### src/hw/rtl/vau_pkg.sv
// ----------------------------------------------------------------------------
// vau_pkg
// Types, operation codes and helpers for the three-component vector ALU.
// ----------------------------------------------------------------------------
package vau_pkg;

  // Fraction bits of the fixed-point format
  localparam int FRAC_BITS_DEF = 16;
  localparam int FRAC_MAX      = 24;
  // Normalize quotient never exceeds 1.0, so it needs FRAC_BITS + 1 bits
  localparam int QUO_W         = FRAC_MAX + 1;
  // One square root digit per stage
  localparam int SQ_STEPS      = 32;

  // Operation codes
  localparam logic [2:0] OP_ADD   = 3'd0;
  localparam logic [2:0] OP_SUB   = 3'd1;
  localparam logic [2:0] OP_SCALE = 3'd2;
  localparam logic [2:0] OP_DOT   = 3'd3;
  localparam logic [2:0] OP_CROSS = 3'd4;
  localparam logic [2:0] OP_LEN   = 3'd5;
  localparam logic [2:0] OP_NORM  = 3'd6;

  localparam logic signed [63:0] SAT_MAX = 64'sd2147483647;
  localparam logic signed [63:0] SAT_MIN = -64'sd2147483648;

  typedef struct packed {
    logic [2:0]         operation;
    logic signed [31:0] a_x;
    logic signed [31:0] a_y;
    logic signed [31:0] a_z;
    logic signed [31:0] b_x;
    logic signed [31:0] b_y;
    logic signed [31:0] b_z;
    logic signed [31:0] scale_factor;
  } vau_in_t;

  typedef struct packed {
    logic signed [31:0] r_x;
    logic signed [31:0] r_y;
    logic signed [31:0] r_z;
    logic signed [31:0] scalar_out;
    logic               overflow;
  } vau_out_t;

  // Item in the square root stages
  typedef struct packed {
    logic [2:0]       op;
    logic [2:0][31:0] v;     // result vector, or a for length/normalize
    logic [31:0]      sc;
    logic             ovf;
    logic [63:0]      rad;   // radicand, consumed two bits per stage
    logic [33:0]      rem;
    logic [31:0]      root;
  } vau_sq_t;

  // Item in the divide stages
  typedef struct packed {
    logic [2:0]             op;
    logic [2:0][31:0]       v;
    logic [31:0]            sc;
    logic                   ovf;
    logic [31:0]            len;
    logic [2:0][33:0]       rem;
    logic [2:0][QUO_W-1:0]  quo;
  } vau_dv_t;

  typedef struct packed {
    logic        ovf;
    logic [31:0] val;
  } vau_sat_t;

  // Clamp to the signed 32-bit range
  function automatic vau_sat_t sat32(input logic signed [63:0] v);
    vau_sat_t s;
    if (v > SAT_MAX) begin
      s.ovf = 1'b1;
      s.val = 32'h7FFF_FFFF;
    end else if (v < SAT_MIN) begin
      s.ovf = 1'b1;
      s.val = 32'h8000_0000;
    end else begin
      s.ovf = 1'b0;
      s.val = v[31:0];
    end
    return s;
  endfunction

endpackage

### src/hw/rtl/vau_sqrt_step.sv
// ----------------------------------------------------------------------------
// vau_sqrt_step
// One registered digit of the restoring integer square root.
// ----------------------------------------------------------------------------
module vau_sqrt_step (
  input  logic             clk,
  input  logic             rst_n,
  input  logic             en,
  input  logic             in_valid,
  input  vau_pkg::vau_sq_t in_data,
  output logic             out_valid,
  output vau_pkg::vau_sq_t out_data
);

  logic             v_r;
  vau_pkg::vau_sq_t d_r;
  vau_pkg::vau_sq_t d_nxt;
  logic [35:0]      rem2;
  logic [35:0]      trial;
  logic [35:0]      diff;
  logic             ge;

  // Bring down two radicand bits, try root*4+1
  always_comb begin
    rem2       = {in_data.rem, in_data.rad[63:62]};
    trial      = {2'b00, in_data.root, 2'b01};
    ge         = rem2 >= trial;
    diff       = rem2 - trial;
    d_nxt      = in_data;
    d_nxt.rad  = {in_data.rad[61:0], 2'b00};
    d_nxt.rem  = ge ? diff[33:0] : rem2[33:0];
    d_nxt.root = {in_data.root[30:0], ge};
  end

  always_ff @(posedge clk) begin
    if (!rst_n) begin
      v_r <= 1'b0;
    end else if (en) begin
      v_r <= in_valid;
    end
  end

  always_ff @(posedge clk) begin
    if (en) begin
      d_r <= d_nxt;
    end
  end

  assign out_valid = v_r;
  assign out_data  = d_r;

endmodule

### config.mk
export PLATFORM = sky130hd
export DESIGN_NAME = vau_sqrt_step
export DESIGN_NICKNAME = d
export VERILOG_FILES = /design/src/hw/rtl/vau_pkg.sv /design/src/hw/rtl/vau_sqrt_step.sv
export SDC_FILE = /design/constraint.sdc
export NUM_CORES = 1
export LEC_CHECK = 0
export ABC_AREA = 1
export BUFFER_PORTS_ARGS = -buffer_cell sky130_fd_sc_hd__buf_2
export CAP_MARGIN = 30
export CORE_AREA = 8 8 199 201
export CTS_CLUSTER_DIAMETER = 50
export CTS_CLUSTER_SIZE = 28
export DETAILED_ROUTE_END_ITERATION = 7
export DIE_AREA = 0 0 207 209
export GPL_TIMING_DRIVEN = 0
export HOLD_SLACK_MARGIN = 0.02
export PLACE_DENSITY = 0.55
export SETUP_SLACK_MARGIN = 0.5
export SYNTH_ARGS = -nofsm -noshare
export SYNTH_HDL_FRONTEND = slang
export SYNTH_SLANG_ARGS = --single-unit
### constraint.sdc
create_clock -name clk -period 2.2 [get_ports clk]
set_input_delay 0.22 -clock clk [delete_from_list [all_inputs] [get_ports clk]]
set_output_delay 0.22 -clock clk [all_outputs]
set_load 0.05 [all_outputs]
# After elaboration in Yosys (flattened, before gate mapping)
# Cells that the tools add are included.
word_totals:
  ff_bits: 261
  inputBits: 266
  word_cells: 13
classes:
  addsub: 1
  magnitude_cmp: 1
  n_mux: 1
op_table:
  columns: ["cell", "n"]
  rows:
  - ["36-bit by 34-bit greater-or-equal comparator with 1-bit output", 1]
  - ["34-bit two-way mux", 1]
  - ["34-bit subtractor", 1]

# Longest topological paths before layout
depth:
  ltp_word: 2
  ltp_mapped: 16
  depth_no_buf: 15

# Least setup slack after synthesis
# OpenSTA, ideal clock, no wires.
synth_path:
  kind: "input port to flip-flop"
  from: "in in_data[16] (netlist name)"
  to: "reg d_r, in the netlist out_data[57], data pin"
  t_arrival_ps: 1600
  t_required_ps: 1947
  slack_ps: 347
  cell_stages: 15
  path_buffers: 1
  path_cell_list: "inv_1 > ha_1 > nand2_1 > inv_1 > nand2_1 > nand2_1 > inv_1 > nand2_1 > a21oi_2 > nand2_1 > nand2_2 > nand2_8 > buf_4 > nand3_1 > nand2_1"
synth_rtl:
  columns: ["element", "line", "text"]
  rows:
  - ["from (decl)", "vau_sqrt_step.sv:10", "input vau_pkg::vau_sq_t in_data,"]
  - ["to (signal assigned)", "vau_sqrt_step.sv:45", "d_r <= d_nxt;"]
  - ["to (decl)", "vau_sqrt_step.sv:16", "vau_pkg::vau_sq_t d_r;"]

==> key figures <==
Power and ir drop
  – LEAKAGE: 8.56 nW
  – Max VDD drop: 0.000584 V
  – PwrDens: 866 nW/um^2

Hold path
  – Worst Hold Class: input port to register
  – Hold Path Origin: in_data[128]

Floorplan
  – Io pins: 529
  – Starting density of the core: 30.1%
  – Die H: 209 microns
  – Full die area: 43300 sq um
  – Core ar.: 36300 sq um
  – Row cnt: 70
  – Die X: 207 microns

Timing
  – RSZ-0062 raised after global routing: true
  – # setup viols final: 0
  – Setup ws final: 587 ps
  – Max Clock Freq: 0.620 GHz
  – Final hold violations: 0
  – Min cycle time layout: 1610 ps
  – Final worst-path cycle share: 73.3%
  – Worst-Margin Slew: 760 ps
  – Clk_skew: 0 ps
  – Max Slew Vio Count: 0
  – Slew headroom: 49.2%

Worst setup path
  – Reg2Reg Launch Point: out_valid
  – Worst-path cell chain: buf_2 -> inv_1 -> ha_2 -> inv_2 -> nand3_1 -> nand3_2 -> nand3_2 -> nand3_4 -> nand2_2 -> nand2_4 -> nand2_4 -> nand2_8 -> buf_6 -> nand3_1 -> nand2_1
  – Crit path kind: input port to register
  – Slowest cell on crit path: ha_2
  – CP max FO: 10
  – Worst Setup End Kind: register
  – Worst EP required: 2490 ps
  – Delay of the slowest critical-path stage: 220 ps
  – Critical path launch point type: input port
  – Crit path from: in_data[128]
  – Cell family with most CP delay: simple AND/OR/NAND/NOR gates
  – Critical path arrival: 1900 ps
  – Reg2reg setup slack: 980 ps
  – Worst path bufs/invs: 4

Finish
  – Nets@finish: 2041
  – Multi-input gate area: 3060 sq um
  – Post-Layout Cell Count: 2241
  – Share of post-route cells with drive strength above 1: 39.6%
  – Register area: 7830 sq um
  – Filler Cell Count: 3258
  – Commonest cells after routing, fill and taps aside: buf_2 (524), nand2_1 (267), edfxtp_1 (260)
  – Synth-to-layout area growth: 71.6%
  – Commonest non-fill, non-tap cell in the layout: buf_2

Placed design
  – Placed instance count: 1908
  – Pre-CTS WS: -421 ps
  – HPWL Detailed: 35300 microns
  – Count of buffers from port buffering: 526
  – Final GP Congestion: 0.886

Drt
  – WL/cell: 20.9 microns
  – DRC: 0
  – Via total after detailed routing: 9889
  – Post-DR vias/cell: 4.41
  – Initial drt markers: 608
  – Drt pass-1 iters: 5
  – ANT nets after route: 0
  – Detailed-route wire length: 46800 microns

Logic synthesis
  – Warnings, synthesis: 0
  – Syn_area_per_cell: 12.0 sq um
  – Yosys cell types: 26
  – #FFs+latches synth: 261
  – Post-synthesis cell area: 10900 sq um
  – Mapped Cells: 911
  – Register area share after synthesis: 71.7%

Clock network
  – CTS Buffer Depth: 3
  – Clock sinks: 261
  – Clock root cell: clkbuf_16
  – Clk Latency, worst-skew pair: 540 ps
  – CTS clk-pin slew, worst paths: 60 ps
  – # H-tree levels: 2
  – Inserted Clock Buffers: 36
  – CTS tree: done

Global routing
  – GRT Util Overall: 20.8%
  – Vias in the first global route: 10.3k
  – Grt ovf: 0
  – First-pass GRT wire length: 67400 microns
  – GR Util met1: 22.5%
  – GR met3 Demand/Resource: 5.30%
  – Most crowded layer after global routing: met2
  – Antenna violations before repair: 6
  – Met2 usage: 36.9%
  – Largest net degree at the start of global routing: 130

Job
  – Max Cap Viol: 0

Outcome
  – Outcome: completed
worst paths after layout:
| kind | to | depth (start not counted) |
|---|---|---|
| worst max-delay path | out_data[56] | 15 |
| worst max register to register | out_valid | 3 |
| worst min register to register | out_valid | 3 |
| worst min-delay path | out_data[32] | 3 |
layer usage:
layer / share of wire (%) / up-vias
met5: 0.047 / -
met3: 6.9 / 103
met4: 5.2 / 4
li1: - / 4711
met2: 51 / 462
met1: 37 / 4609
worst min-delay path: stages:
cell     delay, ps
buf_2          150
nand2_1         70
nand2_1         60
cell usage after synthesis:
| library cell | count | share of area (%) |
|---|---|---|
| a21oi_1 | 25 | 1.1 |
| a21oi_2 | 2 | 0.16 |
| and2_1 | 2 | 0.11 |
| buf_4 | 5 | 0.34 |
| buf_6 | 3 | 0.31 |
| conb_1 | 1 | 0.034 |
| dfxtp_1 | 1 | 0.18 |
| edfxtp_1 | 260 | 72 |
| ha_1 | 34 | 3.9 |
| inv_1 | 140 | 4.8 |
| inv_4 | 1 | 0.057 |
| nand2_1 | 283 | 9.7 |
| nand2_2 | 5 | 0.29 |
| nand2_8 | 1 | 0.18 |
| nand3_1 | 38 | 1.7 |
| nand3_2 | 2 | 0.18 |
| nand3b_1 | 4 | 0.28 |
| nand4_1 | 6 | 0.34 |
| nor2_1 | 53 | 1.8 |
| nor2_2 | 6 | 0.34 |
| nor3_1 | 3 | 0.14 |
| nor4_1 | 1 | 0.057 |
| o21ai_0 | 13 | 0.60 |
| o21bai_1 | 4 | 0.28 |
| xnor2_1 | 3 | 0.24 |
| xor2_1 | 15 | 1.2 |
through the flow:
step | area, sq um | power [W] | hold slack [ps] | utilization [%] | TNS (ps)
floorplan | 11500 | 0.00857 | 313 | - | 0
global placement | 14700 | 0.00973 | 397 | 40.5 | -743320
detailed placement | 14800 | 0.00973 | 398 | 40.7 | -3260
CTS | 18600 | 0.0164 | 20.0 | 51.4 | 0
global route | 18700 | 0.0168 | 43.5 | 51.7 | 0
finish | 18700 | 0.0162 | 60.0 | 51.7 | 0
power by group:
part | switching, W | internal (W) | total (W)
sequential | 0.000107 | 0.00599 | 0.00609
clock | 0.00262 | 0.00357 | 0.00619
combinational | 0.00277 | 0.00118 | 0.00395
sequential cells by signal, indices dropped and copies added (netlist names):
name       flops
out_data     260
out_valid      1
what timing repair did:
item                                   4_1_cts  5_1_grt
resized for setup                            5       17
endpoints found under the hold margin      272        0
setup endpoints to repair                   16       33
buffers inserted                             0        5
hold buffers                               258        0
pin swaps                                    0       15
final cells by class:
type	count	area share, %
Timing Repair Buffer	791	28.4
Inverter	141	3.00
Sequential cell	261	41.8
Antenna cell	4	0.0534
Clock buffer	38	4.85
Tap cell	468	3.12
Clock inverter	28	2.01
Multi-Input combinational cell	502	16.3
Buffer	8	0.441
cell families after synthesis:
logic type,share of synthesized area [%]
buffers and inverters,5.52
xor gates and xnor gates,1.44
other,0.0344
and+or+nand+nor,15.2
adders and majority gates,3.90
DFF,71.7
AOI/OAI and AO/OA,2.18
Note: power is estimated with default switching activity, not from simulation.
