File: src/hw/rtl/vau_pkg.sv
// ----------------------------------------------------------------------------
// vau_pkg
// Types, operation codes and helpers for the three-component vector ALU.
// ----------------------------------------------------------------------------
package vau_pkg;

  // Fraction bits of the fixed-point format
  localparam int FRAC_BITS_DEF = 16;
  localparam int FRAC_MAX      = 24;
  // Normalize quotient never exceeds 1.0, so it needs FRAC_BITS + 1 bits
  localparam int QUO_W         = FRAC_MAX + 1;
  // One square root digit per stage
  localparam int SQ_STEPS      = 32;

  // Operation codes
  localparam logic [2:0] OP_ADD   = 3'd0;
  localparam logic [2:0] OP_SUB   = 3'd1;
  localparam logic [2:0] OP_SCALE = 3'd2;
  localparam logic [2:0] OP_DOT   = 3'd3;
  localparam logic [2:0] OP_CROSS = 3'd4;
  localparam logic [2:0] OP_LEN   = 3'd5;
  localparam logic [2:0] OP_NORM  = 3'd6;

  localparam logic signed [63:0] SAT_MAX = 64'sd2147483647;
  localparam logic signed [63:0] SAT_MIN = -64'sd2147483648;

  typedef struct packed {
    logic [2:0]         operation;
    logic signed [31:0] a_x;
    logic signed [31:0] a_y;
    logic signed [31:0] a_z;
    logic signed [31:0] b_x;
    logic signed [31:0] b_y;
    logic signed [31:0] b_z;
    logic signed [31:0] scale_factor;
  } vau_in_t;

  typedef struct packed {
    logic signed [31:0] r_x;
    logic signed [31:0] r_y;
    logic signed [31:0] r_z;
    logic signed [31:0] scalar_out;
    logic               overflow;
  } vau_out_t;

  // Item in the square root stages
  typedef struct packed {
    logic [2:0]       op;
    logic [2:0][31:0] v;     // result vector, or a for length/normalize
    logic [31:0]      sc;
    logic             ovf;
    logic [63:0]      rad;   // radicand, consumed two bits per stage
    logic [33:0]      rem;
    logic [31:0]      root;
  } vau_sq_t;

  // Item in the divide stages
  typedef struct packed {
    logic [2:0]             op;
    logic [2:0][31:0]       v;
    logic [31:0]            sc;
    logic                   ovf;
    logic [31:0]            len;
    logic [2:0][33:0]       rem;
    logic [2:0][QUO_W-1:0]  quo;
  } vau_dv_t;

  typedef struct packed {
    logic        ovf;
    logic [31:0] val;
  } vau_sat_t;

  // Clamp to the signed 32-bit range
  function automatic vau_sat_t sat32(input logic signed [63:0] v);
    vau_sat_t s;
    if (v > SAT_MAX) begin
      s.ovf = 1'b1;
      s.val = 32'h7FFF_FFFF;
    end else if (v < SAT_MIN) begin
      s.ovf = 1'b1;
      s.val = 32'h8000_0000;
    end else begin
      s.ovf = 1'b0;
      s.val = v[31:0];
    end
    return s;
  endfunction

endpackage

File: src/hw/rtl/vau_div_step.sv
// ----------------------------------------------------------------------------
// vau_div_step
// One registered quotient bit of the three normalize divides.
// ----------------------------------------------------------------------------
module vau_div_step (
  input  logic             clk,
  input  logic             rst_n,
  input  logic             en,
  input  logic             in_valid,
  input  vau_pkg::vau_dv_t in_data,
  output logic             out_valid,
  output vau_pkg::vau_dv_t out_data
);

  logic             v_r;
  vau_pkg::vau_dv_t d_r;
  vau_pkg::vau_dv_t d_nxt;
  logic [33:0]      den;
  logic [33:0]      diff [3];
  logic [2:0]       ge;

  // Compare, subtract, shift for each lane
  always_comb begin
    den   = {2'b00, in_data.len};
    d_nxt = in_data;
    for (int i = 0; i < 3; i++) begin
      ge[i]        = in_data.rem[i] >= den;
      diff[i]      = ge[i] ? (in_data.rem[i] - den) : in_data.rem[i];
      d_nxt.rem[i] = {diff[i][32:0], 1'b0};
      d_nxt.quo[i] = {in_data.quo[i][vau_pkg::QUO_W-2:0], ge[i]};
    end
  end

  always_ff @(posedge clk) begin
    if (!rst_n) begin
      v_r <= 1'b0;
    end else if (en) begin
      v_r <= in_valid;
    end
  end

  always_ff @(posedge clk) begin
    if (en) begin
      d_r <= d_nxt;
    end
  end

  assign out_valid = v_r;
  assign out_data  = d_r;

endmodule

File: config.mk
export PLATFORM = sky130hd
export DESIGN_NAME = vau_div_step
export DESIGN_NICKNAME = d
export VERILOG_FILES = /design/src/hw/rtl/vau_pkg.sv /design/src/hw/rtl/vau_div_step.sv
export SDC_FILE = /design/constraint.sdc
export NUM_CORES = 1
export LEC_CHECK = 0
export CAP_MARGIN = 20
export CORE_AREA = 2 2 264 266
export DETAILED_ROUTE_END_ITERATION = 16
export DIE_AREA = 0 0 266 268
export DONT_BUFFER_PORTS = 1
export HOLD_SLACK_MARGIN = 0.05
export PLACE_DENSITY = 0.51
export SETUP_SLACK_MARGIN = 0.05
export SYNTH_ARGS = -nofsm -noshare
export SYNTH_HDL_FRONTEND = slang
export SYNTH_SLANG_ARGS = --single-unit
File: constraint.sdc
create_clock -name clk -period 3.49 [get_ports clk]
set_clock_uncertainty 0.1 [all_clocks]
set_input_delay 0.698 -clock clk [delete_from_list [all_inputs] [get_ports clk]]
set_output_delay 0.698 -clock clk [all_outputs]
set_load 0.02 [all_outputs]
## Word level (Yosys, flattened, before mapping)

Index checks and enable logic that the tools add are counted.

| storage, ports and cells | value |
|---|---|
| word-level logic and storage cells | 23 |
| input port bits | 345 |
| output and inout port bits | 342 |
| flip-flop bits (word level) | 339 |

| operators by class | value |
|---|---|
| order comparisons | 3 |
| mux-type cells | 3 |
| add/subtract/negate cells | 3 |

Operators by type and width:

| operator | count |
|---|---|
| 34-bit by 32-bit greater-or-equal comparator with 1-bit output | 3 |
| 33-bit 2-to-1 mux | 3 |
| 33-bit by 32-bit subtractor with 33-bit output | 3 |

## Logic depth before layout (Yosys ltp)

Gate-level depths: netlist of run 1.

| logic depth | value |
|---|---|
| depth after elaboration | 2 |
| gate-level depth with buffers | 14 |

## Worst setup path before layout of run 1

Ideal clock, no wire load.

| timing path | value |
|---|---|
| path kind | input to register |
| start point | in in_data[75] (netlist name) |
| end point | reg d_r (netlist bit out_data[100]) (data pin) |
| required time | 3.130 ns |
| setup time | 0.260 ns |
| path slack | -0.211 ns |
| arrival time | 3.342 ns |
| stages | 13 |
| cell sequence | inv_1 > ha_1 > inv_1 > fa_1 > a21o_1 > a31oi_1 > o21ai_1 > o211a_1 > nor4_1 > nor4_1 > nor2_1 > buf_2 > mux2_2 |

RTL lines:

| item | RTL line | RTL |
|---|---|---|
| start, declared | vau_div_step.sv:10 | `input vau_pkg::vau_dv_t in_data,` |
| end signal, assigned | vau_div_step.sv:44 | `d_r <= d_nxt;` |
| end, declared | vau_div_step.sv:16 | `vau_pkg::vau_dv_t d_r;` |

==> flow_summary.ini, run 1 <==
[outcome]
status = complete, no violations

[cts]
clk_pin_slew_ns = 0.06
clk_latency_ns = 0.58
cts_tree = yes
numCtsBuffers = 45
cts_buffer_depth = 3
cts_max_level = 2
cts_root_buf = clkbuf_16
numClockSinks = 339

[final_layout]
layout-drive-gt1-share = 0.2315
fill_cells = 6782
postLayoutCoreUtil = 0.3292
area_delta_synth_final_pct = 33.26
final_nets = 2105

[floorplan]
rows = 96
io_pins = 687
fp.coreArea_um2 = 68230
initial_core_util = 0.2470
die_h_um = 268
die_w_um = 266
die_area_um2 = 71290

[yosys]
synth_top_area_cell = edfxtp_1
synth_edf_count = 338
avgSynthCellArea_um2 = 12.95
netlist_area_um2 = 16850
synth_top_area_share = 0.6023
synth_area_leaders = edfxtp_1 (60%), ha_1 (7.1%), a21oi_1 (2.7%)
synth_flop_cell = edfxtp_1
synth_seq_area_share = 0.6035
synth-seq-cells = 339
yosys_warnings = 0
yosysUniqueCellTypes = 68
async_flop_share = 0
postSynthCellCount = 1301

[detailed_routing]
via_per_inst = 4.940
ant_nets = 0
wl_per_cell_um = 32.29
post-route-drc-count = 0
dr.pass1.iters = 5
drt-total-wl_um = 83380
dr_total_vias = 12760
drtIter0Drc = 707

[timing]
rsz0062_at_grt = no
finalCritPeriodShare = 0.9511
min_period_ns = 3.319
finalSetupTns_ns = 0
hold_ws_ns = 0.1002
slew_violations = 0
relSlewSlack = 0.2287
setup_viol = 0
maxClockFrequency_mhz = 301.3
hold_viol_final = 0
tightestPinTransition_ns = 1.157

[setup_path]
slowest_delay_ns = 0.50
crit_fanout = 17
rrSetupSlack_ns = 2.66
setup.worst_path.start_class = input pin
path_delay_family = compound AO/OA/AOI/OAI gates
critPathArrivalTime_ns = 3.63
critPathKind = in -> reg
path_buf_inv = 4
r2r-start = out_valid
r2r_cells = 2
r2r_end = out_valid
critical_path.most_common_cell = buf_12
crit_path_cell_trace = inv_1, ha_1, a2111oi_1, o21ai_1, a311oi_2, o31ai_2, a211oi_2, a21o_1, inv_2, buf_12, buf_12, a31o_2, nor3_1
critPathSlowestCell = a2111oi_1
worstPathRequired_ns = 3.81
endpoint_kind = flop

[power]
switching_share = 0.3068
seq_power_share = 0.475
power_switching_w = 0.003862
p_int_w = 0.008728
cellPowerDensity_nw_per_um2 = 560.6
p_leak_nw = 8.788
power_frac_comb = 0.154
peakVddDrop_v = 0.0003262
p_total_w = 0.01259
clkPwrFrac = 0.370

[hold_path]
min_from = in_data[185]
whs_path_depth = 0
hold_class = in -> reg
min_to = out_data[185]

[global_routing]
antenna_found_initial = 24
grt_overflow_total = 0
grt_start_max_net_pins = 340
grt.total_usage = 0.2247
grt_pass1_wl_um = 109900
grt_pass1_vias = 13090

[job]
cap_violations = 0

[placed_design]
portBuffers = 0
gp_congestion = 0.8829
place_hpwl_um = 67400
## worst reg2reg max path, delay by kind of cell, from the launching register on
family | cells | cell delay [ns]
flip-flops | 1 | 0.45
multiplexers | 1 | 0.11
AND/OR/NAND/NOR | 1 | 0.11
## synth_stat cells, types with 20 or more instances
cell type  instances
mux2_1            30
clkbuf_1          29
xor2_1            20
o21ai_0           52
nand2_1           68
a21oi_1           91
nand3_1           32
edfxtp_1         338
ha_1              96
a21o_1            53
xnor2_1           47
mux2_2            22
inv_1             63
a31oi_1           20
o21a_1            29
nor2_1            58
## repair_timing
item / in CTS / in global routing
buffers inserted: 0 / 0
gates resized for setup: 1 / 1
hold endpoints to repair: 103 / 0
hold buffers: 103 / 0
setup endpoints to repair: 3 / 2
pin swaps: 0 / 0
## area by class of cell
cell class                      instances  area, um2  share of cell area
Multi-Input combinational cell        855       6410              0.2854
Antenna cell                            7      17.52           0.0007800
Inverter                               65      260.3             0.01159
Sequential cell                       339      10170              0.4528
Timing Repair Buffer                  355       3023              0.1346
Clock buffer                           49       1141             0.05081
Tap cell                              882       1104             0.04914
Clock inverter                         30      332.8             0.01482
## layer usage
metal / vias up / share of wire / wire (um) / global-route usage
met5: - / 0.0014 / 113 / 0
met4: 18 / 0.032 / 2703 / 0.07136
met3: 107 / 0.084 / 6963 / 0.07541
met2: 492 / 0.50 / 42070 / 0.4035
met1: 6362 / 0.38 / 31530 / 0.2500
li1: 5777 / - / - / -
## registers in the layout, indices dropped and copies added, names as in the netlist
name,flops
out_data,338
out_valid,1
## cell usage in the layout, fill, tap and decap left out, types with 6 or more instances in the layout
cell type / instances
o211ai_1: 11
clkinv_1: 6
or3_1: 7
or2_2: 6
mux2_1: 17
nor3_1: 17
o21a_1: 29
ha_1: 92
nand3_1: 32
xor2_1: 20
mux2_4: 13
a31oi_1: 20
inv_1: 60
nor3b_1: 7
nand4_1: 12
a31o_2: 7
a211oi_1: 13
o31ai_1: 16
o21ai_0: 52
diode_2: 7
mux2i_1: 6
buf_12: 8
edfxtp_1: 338
nor2_1: 57
nand2_1: 68
buf_4: 244
o21ai_1: 11
o21bai_1: 12
a21oi_1: 91
clkinv_2: 6
a21o_1: 53
mux2_2: 22
and4_1: 7
dlygate4sd3_1: 103
and3_1: 11
xnor2_1: 47
clkbuf_16: 45
a211o_1: 6
## power groups by stage
stage	Clock, W	Sequential, W	Combinational (W)
after floorplan	0	0.00575	0.00113
after global placement	0	0.00610	0.00181
after detailed placement	0	0.00609	0.00182
after CTS	0.00483	0.00602	0.00195
after global routing	0.00495	0.00601	0.00215
final	0.00466	0.00599	0.00194
## worst max path at each step
stage | startpoint | slack (ns) | to | cells past startpoint
final | in_data[181] | 0.17 | out_data[174] | 13
after global routing | in_data[181] | 0.05 | out_data[174] | 13
after CTS | in_data[188] | 0.19 | out_data[107] | 14
after detailed placement | in_data[195] | -0.61 | out_data[114] | 13
after global placement | in_data[195] | -0.63 | out_data[114] | 13
after floorplan | in_data[75] | 0.002 | out_data[100] | 13
## per-stage QoR
stage	cells	setup slack, ns	area [um2]
final	2582	0.1708	22460
after global routing	2576	0.05259	22440
after CTS	2575	0.1873	22430
after detailed placement	2393	-0.6077	19920
after global placement	2393	-0.6318	19920
after floorplan	1303	0.002304	17060
## kinds of logic (layout without fill, tap and decap cells)
kind of cell / after synthesis / in the layout / synth area share
AO/OA/AOI/OAI: 372 / 372 / 0.1467
flip-flops: 339 / 339 / 0.6035
AND/OR/NAND/NOR: 256 / 256 / 0.07514
buffers and inverters: 109 / 499 / 0.02650
adder cells (fa/ha/maj): 99 / 99 / 0.07484
XOR/XNOR: 67 / 67 / 0.03482
multiplexers: 58 / 58 / 0.03831
other: 1 / 10 / 0.0002225
No activity file was read; power rests on OpenSTA's default activity.
==> run 2: changes to the inputs <==
PLACE_DENSITY = 0.5   (was 0.51)
SETUP_SLACK_MARGIN = unset   (was 0.05)
clock period = 3.6 ns   (was 3.49 ns; I/O delays follow)
==> flow_summary.ini, run 2 (synthesis results as in run 1) <==
[outcome]
status = complete, no violations

[final_layout]
fin_area_um2 = 21180
final_common_cell = edfxtp_1
layout-drive-gt1-share = 0.2280
area_delta_synth_final_pct = 25.69
largest_reg_flops = 338
postLayoutCoreUtil = 0.3105
final_nets = 1992
final_cell_mix = edfxtp_1 (338), buf_4 (238), ha_1 (96)

[floorplan]
rows = 96
io_pins = 687
initial_core_util = 0.2470
die_area_um2 = 71290
fp.coreArea_um2 = 68230
die_h_um = 268
die_w_um = 266

[power]
p_leak_nw = 8.245
cellPowerDensity_nw_per_um2 = 568.2
peakVddDrop_v = 0.0003600

[timing]
hold_ws_ns = 0.1195
relSlewSlack = 0.5926
rsz0062_at_grt = no
setup_viol = 0
hold_viol_final = 0
finalCritPeriodShare = 0.9337
maxClockFrequency_mhz = 297.5
slew_violations = 0
min_period_ns = 3.361
tightestPinTransition_ns = 0.6111

[setup_path]
crit_fanout = 8
critPathArrivalTime_ns = 3.59
worstPathRequired_ns = 3.83
endpoint_kind = flop
setup.worst_path.start_class = input pin
critPathKind = in -> reg

[detailed_routing]
wl_per_cell_um = 33.66
via_per_inst = 5.011
post-route-drc-count = 0
routed-wl-met2_um = 42310
wl_met1_um = 27840
dr.pass1.iters = 5
ant_nets = 0
drt-total-wl_um = 83370
wl_met3_um = 9938
dr_total_vias = 12410
drtIter0Drc = 760
maxUsedRoutingLayer = met5

[global_routing]
grt.total_usage = 0.2224
grt_overflow_total = 0
grt_pass1_wl_um = 107300
antenna_found_initial = 49
grt_start_max_net_pins = 340
grt_pass1_vias = 12280

[cts]
clk_latency_ns = 0.59
cts_max_level = 2
numCtsBuffers = 44
numClockSinks = 339
cts_tree = yes
cts_root_buf = clkbuf_16
cts_buffer_depth = 3
postCtsSetupRepairBufs = 0
clk_pin_slew_ns = 0.06

[placed_design]
place_hpwl_um = 68620
dpl-instance-area_um2 = 19660
portBuffers = 0
gp_congestion = 0.8511

[job]
cap_violations = 0

[hold_path]
hold_class = in -> reg
run 2: layout make-up:
class | count | area, um2
timing repair buffer | 243 | 1887
fill | 6894 | 47040
tap | 882 | 1104
multi-input combinational | 855 | 6276
clock inverter | 31 | 326.6
clock buffer | 50 | 1145
antenna | 12 | 30.03
inverter | 65 | 244.0
sequential | 339 | 10170
run 2: path summary, 6_finish.rpt:
kind         slack [ns]  cells after the start       endpoint    startpoint
min                0.12                      0   out_data[65]   in_data[64]
max reg2reg        2.77                      2      out_valid     out_valid
max                0.24                     15  out_data[175]  in_data[181]
min reg2reg        0.54                      2      out_valid     out_valid
run 2: through the flow:
stage,worst slack (ns),total power [W],cells,TNS [ns]
2_1_floorplan,-0.009154,0.006620,1303,-0.1282
3_3_place_gp,-0.6060,0.007610,2384,-25.95
3_5_place_dp,-0.6224,0.007609,2384,-27.30
4_1_cts,0.01007,0.01222,2465,0
5_1_grt,0.06628,0.01251,2465,0
6_report,0.2386,0.01203,2477,0
run 2: routing by layer:
layer / track usage / up-vias
met1: 0.2172 / 6157
met5: 0 / -
met3: 0.1178 / 139
met4: 0.07349 / 48
li1: - / 5537
met2: 0.4017 / 531
run 2: where the power goes:
part,internal (W),switching (W)
Sequential,0.00489,0.000901
Clock,0.00260,0.00191
Combinational,0.000843,0.000884
Total,0.00834,0.00369
run 2: timing repair:
item / in CTS / in global routing
setup endpoints to repair: 0 / 21
hold endpoints to repair: 0 / 0
resized for setup: 0 / 3
hold buffers: 0 / 0
run 2: worst max-delay path, cell delays in order:
cell and delay [ns]:
inv_1 0.12, ha_1 0.27, a2111oi_0 0.42, buf_4 0.19
o21ai_1 0.09, a311oi_2 0.33, buf_4 0.17, o31ai_2 0.11
a211oi_2 0.26, a21o_1 0.26, inv_2 0.09, buf_4 0.18
buf_4 0.17, nand4b_1 0.10, o211ai_1 0.10
